==> src/design/chte_pkg.sv <==
`default_nettype none
// ----------------------------------------------------------------------------
// chte_pkg
// Shared constants, codes and controller/datapath interface types for the
// chained hash table engine.
// ----------------------------------------------------------------------------
package chte_pkg;

	localparam int MAX_BUCKETS_DEF = 256;
	localparam int POOL_NODES_DEF  = 512;

	localparam int KEY_W    = 31;
	localparam int REC_W    = 31;
	localparam int COLL_W   = 10;
	localparam int BC_W     = 9;
	localparam int BITCNT_W = 5;

	localparam logic [BC_W-1:0]     BC_RESET = 9'd256;
	localparam logic [COLL_W-1:0]   COLL_MAX = 10'd1023;
	localparam logic [BITCNT_W-1:0] DIV_LAST = 5'd30;

	localparam logic [1:0] CMD_INSERT = 2'd0;
	localparam logic [1:0] CMD_LOOKUP = 2'd1;
	localparam logic [1:0] CMD_CLEAR  = 2'd2;

	localparam logic [1:0] ST_OK   = 2'd0;
	localparam logic [1:0] ST_MISS = 2'd1;
	localparam logic [1:0] ST_FULL = 2'd2;

	typedef struct packed {
		logic       load;
		logic       div_step;
		logic       head_rd;
		logic       insert_wr;
		logic       node_rd_head;
		logic       node_rd_link;
		logic       found_ld;
		logic       coll_inc;
		logic       sweep_start;
		logic       sweep_wr;
		logic       res_ld;
		logic [1:0] res_status;
	} ctrl_cmd_t;

	typedef struct packed {
		logic div_last;
		logic hd_valid;
		logic key_match;
		logic link_valid;
		logic pool_full;
		logic sweep_last;
		logic out_busy;
	} dp_stat_t;

endpackage
`default_nettype wire

==> src/design/chte_ctrl.sv <==
`default_nettype none
// ----------------------------------------------------------------------------
// chte_ctrl
// Sequencer for insert, lookup and clear: divider run, bucket head read,
// chain walk, bucket sweep and result hand-off.
// ----------------------------------------------------------------------------
module chte_ctrl (
	input  wire logic               clk,
	input  wire logic               arst_n,
	input  wire logic               in_valid,
	output logic                    in_ready,
	input  wire logic [1:0]         cmd,
	input  wire chte_pkg::dp_stat_t stat,
	output chte_pkg::ctrl_cmd_t     ctl
);

	localparam logic [2:0] S_SWEEP    = 3'd0;
	localparam logic [2:0] S_IDLE     = 3'd1;
	localparam logic [2:0] S_DIV      = 3'd2;
	localparam logic [2:0] S_HEAD_RD  = 3'd3;
	localparam logic [2:0] S_HEAD_CHK = 3'd4;
	localparam logic [2:0] S_NODE_CHK = 3'd5;
	localparam logic [2:0] S_DONE     = 3'd6;

	logic [2:0] state_q, state_d;
	logic [1:0] op_q, op_d;
	logic [1:0] sta_q, sta_d;
	logic       sres_q, sres_d;

	always_ff @(posedge clk or negedge arst_n) begin
		if (!arst_n) begin
			state_q <= S_SWEEP;
			op_q    <= chte_pkg::CMD_INSERT;
			sta_q   <= chte_pkg::ST_OK;
			sres_q  <= 1'b0;
		end else begin
			state_q <= state_d;
			op_q    <= op_d;
			sta_q   <= sta_d;
			sres_q  <= sres_d;
		end
	end

	always_comb begin
		ctl      = '0;
		state_d  = state_q;
		op_d     = op_q;
		sta_d    = sta_q;
		sres_d   = sres_q;
		in_ready = 1'b0;
		case (state_q)
			S_IDLE: begin
				in_ready = 1'b1;
				if (in_valid) begin
					ctl.load = 1'b1;
					op_d     = cmd;
					case (cmd)
						chte_pkg::CMD_INSERT: begin
							if (stat.pool_full) begin
								sta_d   = chte_pkg::ST_FULL;
								state_d = S_DONE;
							end else begin
								state_d = S_DIV;
							end
						end
						chte_pkg::CMD_LOOKUP: begin
							state_d = S_DIV;
						end
						chte_pkg::CMD_CLEAR: begin
							ctl.sweep_start = 1'b1;
							sres_d          = 1'b1;
							state_d         = S_SWEEP;
						end
						default: begin
							sta_d   = chte_pkg::ST_OK;
							state_d = S_DONE;
						end
					endcase
				end
			end
			S_DIV: begin
				ctl.div_step = 1'b1;
				if (stat.div_last) begin
					state_d = S_HEAD_RD;
				end
			end
			S_HEAD_RD: begin
				ctl.head_rd = 1'b1;
				state_d     = S_HEAD_CHK;
			end
			S_HEAD_CHK: begin
				if (op_q == chte_pkg::CMD_INSERT) begin
					ctl.insert_wr = 1'b1;
					sta_d         = chte_pkg::ST_OK;
					state_d       = S_DONE;
				end else if (stat.hd_valid) begin
					ctl.node_rd_head = 1'b1;
					state_d          = S_NODE_CHK;
				end else begin
					sta_d   = chte_pkg::ST_MISS;
					state_d = S_DONE;
				end
			end
			S_NODE_CHK: begin
				if (stat.key_match) begin
					ctl.found_ld = 1'b1;
					sta_d        = chte_pkg::ST_OK;
					state_d      = S_DONE;
				end else begin
					ctl.coll_inc = 1'b1;
					if (stat.link_valid) begin
						ctl.node_rd_link = 1'b1;
					end else begin
						sta_d   = chte_pkg::ST_MISS;
						state_d = S_DONE;
					end
				end
			end
			S_DONE: begin
				ctl.res_status = sta_q;
				if (!stat.out_busy) begin
					ctl.res_ld = 1'b1;
					state_d    = S_IDLE;
				end
			end
			S_SWEEP: begin
				ctl.sweep_wr = 1'b1;
				if (stat.sweep_last) begin
					sres_d = 1'b0;
					if (sres_q) begin
						sta_d   = chte_pkg::ST_OK;
						state_d = S_DONE;
					end else begin
						state_d = S_IDLE;
					end
				end
			end
			default: begin
				state_d = S_IDLE;
			end
		endcase
	end

endmodule
`default_nettype wire

==> config.mk <==
export PLATFORM = sky130hd
export DESIGN_NAME = chte_ctrl
export DESIGN_NICKNAME = d
export VERILOG_FILES = /design/src/design/chte_pkg.sv /design/src/design/chte_ctrl.sv
export SDC_FILE = /design/constraint.sdc
export NUM_CORES = 1
export LEC_CHECK = 0
export BUFFER_PORTS_ARGS = -buffer_cell sky130_fd_sc_hd__buf_2
export CORE_MARGIN = 10
export CORE_UTILIZATION = 42
export DETAILED_ROUTE_END_ITERATION = 10
export PLACE_DENSITY = 0.73
export SYNTH_ARGS = -nofsm -noshare
export SYNTH_HDL_FRONTEND = slang
export SYNTH_SLANG_ARGS = --single-unit
==> constraint.sdc <==
create_clock -name clk -period 1.4 [get_ports clk]
set_input_delay 0.14 -clock clk [delete_from_list [all_inputs] [get_ports clk]]
set_output_delay 0.14 -clock clk [all_outputs]
set_load 0.01 [all_outputs]
==> Word-level counts from Yosys, hierarchy flattened <==
Index checks and enable logic that the tools add are counted.
{ "classes": {"n_eq_ne": 18, "mux": 46, "n_reduce_logical": 10} }
{ "ops": {"columns": ["cell", "n"], "rows": [
  ["3-bit 2-to-1 mux", 11],
  ["3-bit one-hot mux with 7 select lines", 1],
  ["1-bit 2-to-1 mux", 20],
  ["2-bit 2-to-1 mux", 10],
  ["2-bit != test, second input constant", 6],
  ["3-bit equality test, second input constant", 3],
  ["3-bit != test, second input constant", 3],
  ["3-bit one-hot mux with 3 select lines", 1],
  ["2-bit one-hot mux with 4 select lines", 1],
  ["8-bit AND reduction", 1],
  ["3-bit by 2-bit equality test with 1-bit output, second input constant", 2],
  ["5-bit AND reduction", 1],
  ["2-bit zero test", 2],
  ["2-bit one-hot mux with 2 select lines", 1],
  ["4-bit AND reduction", 1],
  ["4-bit nonzero test", 1],
  ["3-bit by 1-bit equality test with 1-bit output, second input constant", 1],
  ["3-bit zero test", 1],
  ["2-bit by 1-bit equality test with 1-bit output, second input constant", 1],
  ["2-bit equality test, second input constant", 1],
  ["2-bit by 1-bit != test with 1-bit output, second input constant", 1],
  ["1-bit one-hot mux with 2 select lines", 1],
  ["2-bit AND reduction", 1],
  ["2-bit nonzero test", 1],
  ["2-bit OR reduction", 1]
]} }
{ "totals": {"register_bits": 8, "out_inout_bits": 14, "elab_cells": 78} }

==> Longest topological paths before layout <==
Gate-level depths: netlist of the first run.
{ "depth": {"ltp_word": 5, "ltp_mapped": 6, "mapped_depth_nobuf": 6} }

==> Worst setup path after synthesis of the first run <==
Ideal clock, no wire load.
{ "synth_timing": {"kind": "register to register", "start": "register state_q[2]", "end": "register op_q[0]", "arrival_ns": 1.548, "required_ns": 1.275, "slack_ns": -0.272, "path_stages_with_launch": 5, "n_path_buf": 1, "period_less_slack_ns": 1.672, "path_cell_list": "dfrtp_1 > buf_2 > nor3_1 > and2_1 > mux2_2"} }
{ "synth_between": {"elab_chain_cells": 2} }
{ "synth_lines": {"columns": ["item", "line", "source"], "rows": [
  ["start, declared", "chte_ctrl.sv:25", "logic [2:0] state_q, state_d;"],
  ["start signal, assigned", "chte_ctrl.sv:37", "state_q <= state_d;"],
  ["3-bit by 1-bit equality test with 1-bit output", "chte_ctrl.sv:51", "case (state_q)"],
  ["2-bit AND reduction (no line)", null, null],
  ["end signal, assigned", "chte_ctrl.sv:33", "op_q <= chte_pkg::CMD_INSERT;"],
  ["end signal, assigned", "chte_ctrl.sv:38", "op_q <= op_d;"],
  ["end, declared", "chte_ctrl.sv:26", "logic [1:0] op_q, op_d;"]
]} }
No other way between the ends.
A chain may end at the register's enable or synchronous reset.

==> run summary, run 1 <==
Run status: finished, violations left
Failing checks: negative setup slack
HP Start: stat[1]
Clock Latency Late Sink: 260 ps
Most frequent cell after synthesis: dfrtp_1
Setup violations, final: 21
DRT Pass-1 Iters: 4
CTS Root Cell: clkbuf_4
H-tree levels: 1
Drc violations: 0
Rel. slew slack: 0.763
# fillers: 66
Slew Limit Fails: 0
Initial Util: 0.449
# diodes: 0
CP startpoint: state_q[1]
Maximum clock rate: 597 MHz
Hold_ws: 99.1 ps
Setup_tns: -2970 ps
Synth unique cells: 30
Top cells by area, synth: dfrtp_1, ha_1, nor2b_1, mux2i_1, nor3_1
RSZ-0062 raised after global routing: true
Cell Count, Final, Fillers Out: 152
CP Data Arrival Time: 1530 ps
Die span in y: 60.1 um
Pwr dens: 2310 mW/mm2
Leakage: 0.676 nW
CTS tree: done
Hold Path Cell Cnt: 2
Yosys top cell by area: dfrtp_1
Share of cells above drive strength 1: 0.640
FFs w/ async S/R, synth: 1.00
Critical setup path kind: reg2out
Post-DP HPWL: 1.73 mm
Syn_area_per_cell: 8.77 um2
Vias: 894
Die X: 60.1 um
Cell area after synthesis: 676 um2
GRT Total Usage: 0.147
Post-Route Skew: 2.09 ps
FF-to-FF setup slack: -200 ps
DRT iter0 DRCs: 46
Hold Path End: sres_q
Min cycle time layout: 1670 ps
Antenna-violating nets left: 0
Io pins: 26
Routed WL per cell: 20.3 um
Yosys reg bits: 8
FF+latch area: 204 um2
PortBufs: 25
Dpl cells: 135
Vias in the first global route: 860
Syn_nets: 92
Multi-input gate area: 533 um2
Sequential cell area fraction in the yosys report: 0.296
Final core utilization: 0.858
Clk sink count: 8
Cells on worst reg2reg path: 5
Crit path max fanout: 7
Gpl congestion: 0.848
Synth top cells by count: dfrtp_1, nor2_1, nor3_1, o21ai_0
Final Hold Fails: 0
HP Class: in2reg
First-pass GRT wire length: 4.15 mm
CTS clock-pin slew for the worst setup and hold paths: 70 ps
Num CTS Buffers: 3
Least-Margin Pin Slew: 346 ps
Largest net degree at the start of global routing: 10
Routed wire length: 3.09 mm
Cells after Synth: 77
Worst R2R Start: state_q[0]
Reg-to-reg endpoint: sta_q[0]
Final-stage net count: 153
Site row count: 14
Share of the synthesized area in the top cell type: 0.296
Layout area overhead: 91.3%
Clock Path Buffers: 2
Synth Warn #: 0
Post-synth EDFFs: 0
Setup crit end kind: primary output
Worst EP required: 1260 ps
Die area: 0.00361 mm2
Peak supply drop: 1570 uV
Post-layout worst setup margin: -274 ps
Core Area: 0.00151 mm2
Post-route clock period utilization: 1.20
GR Overflow Total: 0
Initial antenna violation count: 0
Max-cap violations: 0
Overall Power: 2.98 mW
Synth Flop Type: dfrtp_1
Vias per Instance: 5.88
Startpoint types: flop
[cell type report]
| class | instances | area share |
|---|---|---|
| inverter | 5 | 0.0145 |
| sequential | 8 | 0.158 |
| timing repair buffer | 60 | 0.382 |
| clock buffer | 3 | 0.0174 |
| multi-input combinational | 60 | 0.412 |
| tap | 16 | 0.0155 |
[worst max path at each step]
| stage | endpoint | slack (ps) | cells past startpoint |
|---|---|---|---|
| after floorplan | sta_q[0] | -70 | 5 |
| after global placement | sta_q[0] | -40 | 5 |
| after detailed placement | state_q[2] | -90 | 5 |
| after CTS | ctl[9] | -230 | 3 |
| after global routing | ctl[9] | -320 | 3 |
| final | ctl[9] | -270 | 3 |
[layer usage]
layer / share of wire / up-vias / global-route usage / wire length (um)
met2: 0.48 / 63 / 0.243 / 1500
li1: - / 398 / - / -
met5: 0 / - / 0 / 0
met1: 0.40 / 423 / 0.185 / 1230
met3: 0.093 / 10 / 0.0403 / 289
met4: 0.025 / 0 / 0.0288 / 76
[flip-flops by register name, indices dropped and copies added (netlist names)]
| name | count |
|---|---|
| state_q | 3 |
| op_q | 2 |
| sta_q | 2 |
| sres_q | 1 |
[repair_timing]
action,CTS,global route
gates cloned,0,0
pin swaps,5,4
hold buffers,1,0
gates resized for setup,22,19
setup endpoints to repair,19,22
endpoints found under the hold margin,8,0
setup buffers,5,8
[cells by family after synthesis]
logic type      count (synthesis)  share of synthesized area
simple gates                   34                      0.300
compound gates                 17                      0.198
buf+inv                         9                     0.0555
flops                           8                      0.296
mux                             6                     0.0944
fa+ha+maj                       3                     0.0556
[critical path, stage by stage, from the launching register on]
cell and delay [ps]:
dfrtp_2 470, or4_4 550, nor2_2 100, buf_2 150
[stage by stage]
stage          setup WS, ps  instance area (um2)
2_1_floorplan         -67.0                  721
3_3_place_gp          -39.8                  991
3_5_place_dp          -88.5                  991
4_1_cts                -235                 1150
5_1_grt                -323                 1290
6_report               -274                 1290
[power by group]
part           total (mW)  switching (mW)  internal, mW
combinational        2.28            1.00          1.27
sequential          0.506           0.153         0.353
clock               0.198          0.0992        0.0993
[layout by cell type (no fill, tap or decap), types with 2 or more instances in the layout]
| cell type | instances |
|---|---|
| and2_4 | 2 |
| mux2_4 | 3 |
| buf_2 | 18 |
| and3_4 | 2 |
| dfrtp_2 | 3 |
| inv_1 | 5 |
| nor2_2 | 2 |
| nor2b_4 | 2 |
| nor3_4 | 2 |
| nor2b_1 | 3 |
| clkbuf_4 | 3 |
| nor3_2 | 2 |
| nand2b_1 | 3 |
| nor2_1 | 4 |
| nand3_1 | 2 |
| o21ai_0 | 5 |
| buf_6 | 21 |
| nor3_1 | 2 |
| dfrtp_1 | 5 |
| o211a_1 | 2 |
| mux2i_1 | 2 |
| ha_1 | 3 |
| buf_4 | 19 |
Note: power is estimated with default switching activity, not from simulation.
==> inputs of run 2 (changes only) <==
Settings changed: ABC_AREA set to 1, CORE_UTILIZATION 42 to 43, PLACE_DENSITY 0.73 to 0.74.
==> run 2 against run 1 <==
  * The run still ends with negative setup slack left
  * Sequential power decreased by 4%
  * Wire length is 33% lower
  * Clock power down 10%
  * Maximum frequency rose by 19%
  * Largest power group unchanged
  * Die area up 1.7%
  * Count of clock-buffer cells in the layout unchanged
  * Global-route usage is 3.7 points lower
  * Clock skew is 0.76 ps lower
==> run summary, run 2 <==
CP Data Arrival Time: 1270 ps (was 1530 ps)
Max-cap violations: 0 (unchanged)
Reg-to-reg endpoint: state_q[2] (was sta_q[0])
FF-to-FF setup slack: 90 ps (was -200 ps)
Share of the synthesized area in the top cell type: 0.282 (was 0.296)
Site row count: 14 (unchanged)
Rel. slew slack: 0.834 (was 0.763)
Post-layout worst setup margin: -9.10 ps (was -274 ps)
Core Area: 0.00154 mm2 (was 0.00151 mm2)
Syn_area_per_cell: 6.45 um2 (was 8.77 um2)
Worst R2R Start: state_q[1] (was state_q[0])
Hold Path Cell Cnt: 3 (was 2)
Vias per Instance: 5.08 (was 5.88)
Post-synth EDFFs: 0 (unchanged)
Cell area after synthesis: 709 um2 (was 676 um2)
Setup violations, final: 1 (was 21)
Dpl cells: 150 (was 135)
Routed wire length: 2.06 mm (was 3.09 mm)
Post-Route Skew: 1.32 ps (was 2.09 ps)
Least-Margin Pin Slew: 249 ps (was 346 ps)
Initial antenna violation count: 0 (unchanged)
Multi-input gate area: 480 um2 (was 533 um2)
Peak supply drop: 949 uV (was 1570 uV)
Synth Warn #: 0 (unchanged)
Post-route clock period utilization: 1.01 (was 1.20)
Main combinational cell family by area after synthesis: simple AND/OR/NAND/NOR gates (unchanged)
CTS clock-pin slew for the worst setup and hold paths: 50 ps (was 70 ps)
HP Start: cmd[1] (was stat[1])
Die area: 0.00367 mm2 (was 0.00361 mm2)
Top cells by area, synth: dfrtp_1, nand2_1, inv_1, nor2_1, nand3_1 (was dfrtp_1, ha_1, nor2b_1, mux2i_1, nor3_1)
DRT Pass-1 Iters: 5 (was 4)
Clk sink count: 8 (unchanged)
Min cycle time layout: 1410 ps (was 1670 ps)
Die X: 60.6 um (was 60.1 um)
FF+latch area: 204 um2 (unchanged)
Simple-gate portion of the synthesized area: 0.471 (was 0.300)
Final core utilization: 0.668 (was 0.858)
Area share of xor/xnor cells in the synthesized design: 0 (unchanged)
Cells on worst reg2reg path: 7 (was 5)
Maximum clock rate: 710 MHz (was 597 MHz)
Worst EP required: 1260 ps (about the same)
Startpoint types: flop (unchanged)
Syn_nets: 125 (was 92)
Leakage: 0.595 nW (was 0.676 nW)
Routed WL per cell: 12.7 um (was 20.3 um)
DRT iter0 DRCs: 17 (was 46)
CTS Root Cell: clkbuf_4 (unchanged)
Yosys top cell by area: dfrtp_1 (unchanged)
Die span in y: 60.6 um (was 60.1 um)
Critical setup path kind: reg2out (unchanged)
HP Class: in2reg (unchanged)
Run status: finished, violations left (unchanged)
CP max stage delay: 470 ps (was 550 ps)
Max reg flops: 3 (unchanged)
Slowest-stage cell, CP: dfrtp_2 (was or4_4)
Setup_tns: -9.10 ps (was -2970 ps)
Layout area overhead: 45.2% (was 91.3%)
Commonest non-fill, non-tap cell in the layout: nand2_1 (was buf_6)
Largest regs: state_q x3, op_q x2, sta_q x2 (unchanged)
Slew Limit Fails: 0 (unchanged)
FFs w/ async S/R, synth: 1.00 (unchanged)
CTS tree: done (unchanged)
Initial Util: 0.460 (was 0.449)
Final Hold Fails: 0 (unchanged)
Gpl congestion: 0.899 (was 0.848)
Setup crit end kind: primary output (unchanged)
H-tree levels: 1 (unchanged)
Cells after Synth: 110 (was 77)
Synth top cells by count: nand2_1, inv_1, nor2_1 (was dfrtp_1, nor2_1, nor3_1, o21ai_0)
Vias: 823 (was 894)
Post-synthesis compound-gate area fraction: 0.0723 (was 0.198)
Io pins: 26 (unchanged)
Mux cell area share after synthesis: 0 (was 0.0944)
Crit path cell chain: buf_6, nand3_1, inv_1, buf_2 (was or4_4, nor2_2, buf_2)
Cell Count, Final, Fillers Out: 162 (was 152)
Num CTS Buffers: 3 (unchanged)
# fillers: 158 (was 66)
Antenna-violating nets left: 0 (unchanged)
Adder-cell share of the synthesized area: 0.0529 (was 0.0556)
Share of cells above drive strength 1: 0.445 (was 0.640)
Most frequent cell after synthesis: nand2_1 (was dfrtp_1)
Hold Path End: op_q[1] (was sres_q)
Clock Path Buffers: 2 (unchanged)
RSZ-0062 raised after global routing: true (unchanged)
Yosys reg bits: 8 (unchanged)
GRT Total Usage: 0.110 (was 0.147)
Largest register by flop count: state_q (unchanged)
Sequential cell area fraction in the yosys report: 0.282 (was 0.296)
Post-DP HPWL: 1.63 mm (was 1.73 mm)
PortBufs: 25 (unchanged)
Clock Latency Late Sink: 250 ps (was 260 ps)
Synth unique cells: 20 (was 30)
Drc violations: 0 (unchanged)
First-pass GRT wire length: 3.12 mm (was 4.15 mm)
Pwr dens: 2000 mW/mm2 (was 2310 mW/mm2)
Largest net degree at the start of global routing: 9 (was 10)
Vias in the first global route: 764 (was 860)
Final-stage net count: 163 (was 153)
GR Overflow Total: 0 (unchanged)
Failing checks: negative setup slack (unchanged)
Synth Flop Type: dfrtp_1 (unchanged)
# diodes: 0 (unchanged)
Crit path max fanout: 5 (was 7)
Commonest cells after routing, fill and taps aside: nand2_1, buf_2, inv_1 (was buf_6, buf_4, buf_2)
run 2: cell types whose count changed in the layout (fill, tap and decap cells not counted), moves of 5 or more:
cell,previous run,this run
nand2_2,0,5
nor2_1,4,11
buf_2,18,23
nand3_1,2,7
buf_6,21,4
inv_1,5,14
nand2_1,1,26
buf_4,19,6
nor2_4,0,6
run 2: worst max-delay path: cells and delay by family, from the launching register on:
kind                   cells  cell delay (ps)
flip-flops                 1              470
buffers and inverters      3              400
AND/OR/NAND/NOR            1              150
run 2: area by class of cell:
class                   count  area share
well taps                  16      0.0194
flip-flops and latches      8       0.198
clock buffers               3      0.0219
multi-input cells          81       0.467
repair buffers             34       0.209
inverters                  20      0.0851
run 2: where the power goes:
group / internal, mW / switching (mW) / total [mW]
clock: 0.0982 / 0.0794 / 0.178
sequential: 0.345 / 0.143 / 0.488
combinational: 0.570 / 0.826 / 1.40
run 2: repair_timing:
item | in CTS | in global routing
hold endpoints to repair | 8 | 0
gates resized for setup | 15 | 13
pin swaps | 0 | 5
buffers inserted | 3 | 5
gates cloned | 0 | 0
endpoints found under the setup margin | 8 | 16
hold buffers | 1 | 0
run 2: worst max-delay path by stage:
stage,to,slack (ps),start,cells past startpoint
finish,ctl[11],-9,state_q[1],4
global route,ctl[4],-70,state_q[0],5
CTS,ctl[12],-10,state_q[0],7
detailed placement,state_q[2],70,state_q[2],7
global placement,sta_q[1],110,state_q[1],9
floorplan,state_q[0],150,state_q[1],9
run 2: metrics by stage:
stage                     power [mW]  hold WS, ps  instance area (um2)  worst slack [ps]
after CTS                       1.89          198                  942             -14.3
after floorplan                 1.27         -156                  709               151
after global placement          1.50        -6.17                  843               106
after global routing            2.23          218                 1030             -65.3
after detailed placement        1.53       -0.637                  843              70.2
final                           2.06          196                 1030             -9.10
run 2: cell families (layout without fill, tap and decap cells):
| kind of cell | after synthesis | after routing |
|---|---|---|
| and+or+nand+nor | 69 | 69 |
| DFF | 8 | 8 |
| AOI/OAI and AO/OA | 9 | 9 |
| buffers and inverters | 21 | 57 |
| adders and majority gates | 3 | 3 |
run 2: per-layer routing:
metal	vias to the layer above	global-route usage	wire length, um
li1	418	-	-
met1	377	0.113	801
met2	26	0.198	1080
met3	2	0.0397	150
met4	0	0.0408	27
met5	-	0	0
==> inputs of run 3 (changes only) <==
Clock period 1.4 ns to 1.2 ns, I/O delays scaled along.
==> run 3 against run 2 <==
  * The flow still finishes with violations (negative setup slack)
  * Sequential power is 18% higher
  * Final cell count is 12% higher
  * Critical path depth is 5 higher
  * Global-route usage rose by 3.1 points
  * Sequential cell count is the same
  * Utilization is 17 points higher
  * Via count grew 19%
  * Clock skew up 2.6 ps
  * Sequential share of layout area down 4.0 points
  * Power grew 56%
  * Register-to-register slack got worse by 350 ps
  * Non-clock buffer count rose by 20
  * Critical path type is now reg2reg
==> run summary, run 3 (same netlist as run 2, synthesis figures left out) <==
Run status: finished, violations left (unchanged)
Failing checks: negative setup slack (unchanged)
DRT Pass-1 Iters: 4 (was 5)
Setup crit end kind: flop (was primary output)
Max-cap violations: 0 (unchanged)
Cell Count, Final, Fillers Out: 182 (was 162)
Peak supply drop: 1400 uV (was 949 uV)
CTS Root Cell: clkbuf_4 (unchanged)
Clock Path Buffers: 2 (unchanged)
Share of cells above drive strength 1: 0.602 (was 0.445)
PortBufs: 25 (unchanged)
Site row count: 14 (unchanged)
Core Area: 0.00154 mm2 (unchanged)
Num CTS Buffers: 3 (unchanged)
HP Class: in2reg (unchanged)
Most frequent CP cell: nand2_1
Io pins: 26 (unchanged)
GR Overflow Total: 0 (unchanged)
CP Buf/Inv Count: 2 (was 3)
Drc violations: 0 (unchanged)
Commonest cells after routing, fill and taps aside: nand2_1, buf_2, buf_4 (was nand2_1, buf_2, inv_1)
Crit path max-delay family: simple AND/OR/NAND/NOR gates (was flip-flops)
Die span in y: 60.6 um (unchanged)
Routed WL per cell: 15.5 um (was 12.7 um)
Dpl cells: 162 (was 150)
DRT iter0 DRCs: 25 (was 17)
Min cycle time layout: 1460 ps
WP depth: 9 (was 4)
HP Start: cmd[1] (unchanged)
RSZ-0062 raised after global routing: true (unchanged)
Largest regs: state_q x3, op_q x2, sta_q x2 (unchanged)
Setup violations, final: 22 (was 1)
# diodes: 0 (unchanged)
Die area: 0.00367 mm2 (unchanged)
First-pass GRT wire length: 4.08 mm (was 3.12 mm)
Antenna-violating nets left: 0 (unchanged)
Clk sink count: 8 (unchanged)
Rel. slew slack: 0.848 (was 0.834)
FF-to-FF setup slack: -260 ps (was 90 ps)
Slew Limit Fails: 0 (unchanged)
H-tree levels: 1 (unchanged)
CP max stage delay: 450 ps (was 470 ps)
Post-route clock period utilization: 1.21
Hold Path Cell Cnt: 3 (unchanged)
Post-layout worst setup margin: -257 ps (was -9.10 ps)
Leakage: 0.718 nW (was 0.595 nW)
CP Data Arrival Time: 1650 ps (was 1270 ps)
Routed wire length: 2.81 mm (was 2.06 mm)
CTS tree: done (unchanged)
Worst R2R Start: state_q[0] (was state_q[1])
Die X: 60.6 um (unchanged)
Critical setup path kind: reg2reg (was reg2out)
Clock Latency Late Sink: 260 ps (was 250 ps)
Vias per Instance: 5.36 (was 5.08)
Gpl congestion: 0.891 (was 0.899)
Initial antenna violation count: 0 (unchanged)
Final-stage net count: 183 (was 163)
Cells on worst reg2reg path: 9 (was 7)
GRT Total Usage: 0.140 (was 0.110)
Final Hold Fails: 0 (unchanged)
Startpoint types: flop (unchanged)
Post-Route Skew: 3.90 ps (was 1.32 ps)
Hold Path End: op_q[1] (unchanged)
Slowest-stage cell, CP: dfrtp_2 (unchanged)
Hold_ws: 174 ps (was 196 ps)
Largest register by flop count: state_q (unchanged)
Largest net degree at the start of global routing: 9 (unchanged)
Vias: 976 (was 823)
Post-DP HPWL: 1.74 mm (was 1.63 mm)
Vias in the first global route: 951 (was 764)
Initial Util: 0.460 (unchanged)
Crit path cell chain: buf_6, nor2_4, buf_6, nand3b_1, nand2_2, nor2_2, nand2_1, nand2_1, nand2_1 (was buf_6, nand3_1, inv_1, buf_2)
Least-Margin Pin Slew: 225 ps (was 249 ps)
Worst EP required: 1390 ps (was 1260 ps)
Pwr dens: 2490 mW/mm2 (was 2000 mW/mm2)
Final Instance Area: 0.00129 mm2 (was 0.00103 mm2)
Max reg flops: 3 (unchanged)
Commonest non-fill, non-tap cell in the layout: nand2_1 (unchanged)
Reg-to-reg endpoint: state_q[0] (was state_q[2])
CTS clock-pin slew for the worst setup and hold paths: 60 ps (was 50 ps)
Setup_tns: -3680 ps (was -9.10 ps)
Maximum clock rate: 686 MHz
DP Area: 946 um2 (was 843 um2)
Layout area overhead: 82.0% (was 45.2%)
Crit path max fanout: 4 (was 5)
Post-Place Setup Slack: -99.9 ps (was 70.2 ps)
==> run 3: changes by cell type in the layout (fill, tap and decap cells not counted), moves of 2 or more <==
cell	previous run	this run
buf_4	6	19
buf_6	4	14
nor2_1	11	6
nand2_1	26	22
nor2_2	3	7
buf_2	23	20
nand2_2	5	8
nand3_1	7	5
o21ai_0	4	2
o21ai_2	1	3
==> run 3: tightest hold or removal path: stages <==
cell	delay, ps
buf_2	100
inv_1	100
o21ai_2	70
==> run 3: final cells by class <==
class	count	area (um2)
multi-input combinational	81	549
timing repair buffer	54	410
sequential	8	204
clock buffer	3	22.5
tap	16	20.0
fill	95	250
inverter	20	85.1
==> run 3: how the worst max path moves through the flow <==
stage,startpoint,to
2_1_floorplan,state_q[2],state_q[1]
3_3_place_gp,state_q[1],sta_q[1]
3_5_place_dp,state_q[1],sta_q[0]
4_1_cts,state_q[1],ctl[6]
5_1_grt,state_q[0],state_q[0]
6_report,state_q[0],state_q[0]
==> run 3: report_power, final <==
group	internal [mW]	switching, mW
clock	0.115	0.0935
combinational	1.12	1.31
sequential	0.402	0.171
==> run 3: timing repair <==
item                                    4_1_cts  5_1_grt
buffers inserted                             13        3
hold buffers                                  1        0
resized for setup                            22       33
pin swaps                                     9       11
endpoints found under the setup margin       21       22
hold endpoints to repair                      8        0
==> run 3: per-stage QoR <==
| step | power, mW | utilization |
|---|---|---|
| after floorplan | 1.51 | - |
| after global placement | 1.99 | 0.614 |
| after detailed placement | 2.04 | 0.614 |
| after CTS | 2.68 | 0.746 |
| after global routing | 3.42 | 0.838 |
| final | 3.21 | 0.838 |
==> run 3: per-layer routing <==
layer | GRT usage | up-vias | part of all wire | wire [um]
li1 | - | 460 | - | -
met1 | 0.153 | 455 | 0.34 | 963
met2 | 0.256 | 47 | 0.56 | 1560
met3 | 0.0459 | 14 | 0.059 | 167
met4 | 0.0313 | 0 | 0.042 | 117
met5 | 0 | - | 0 | 0
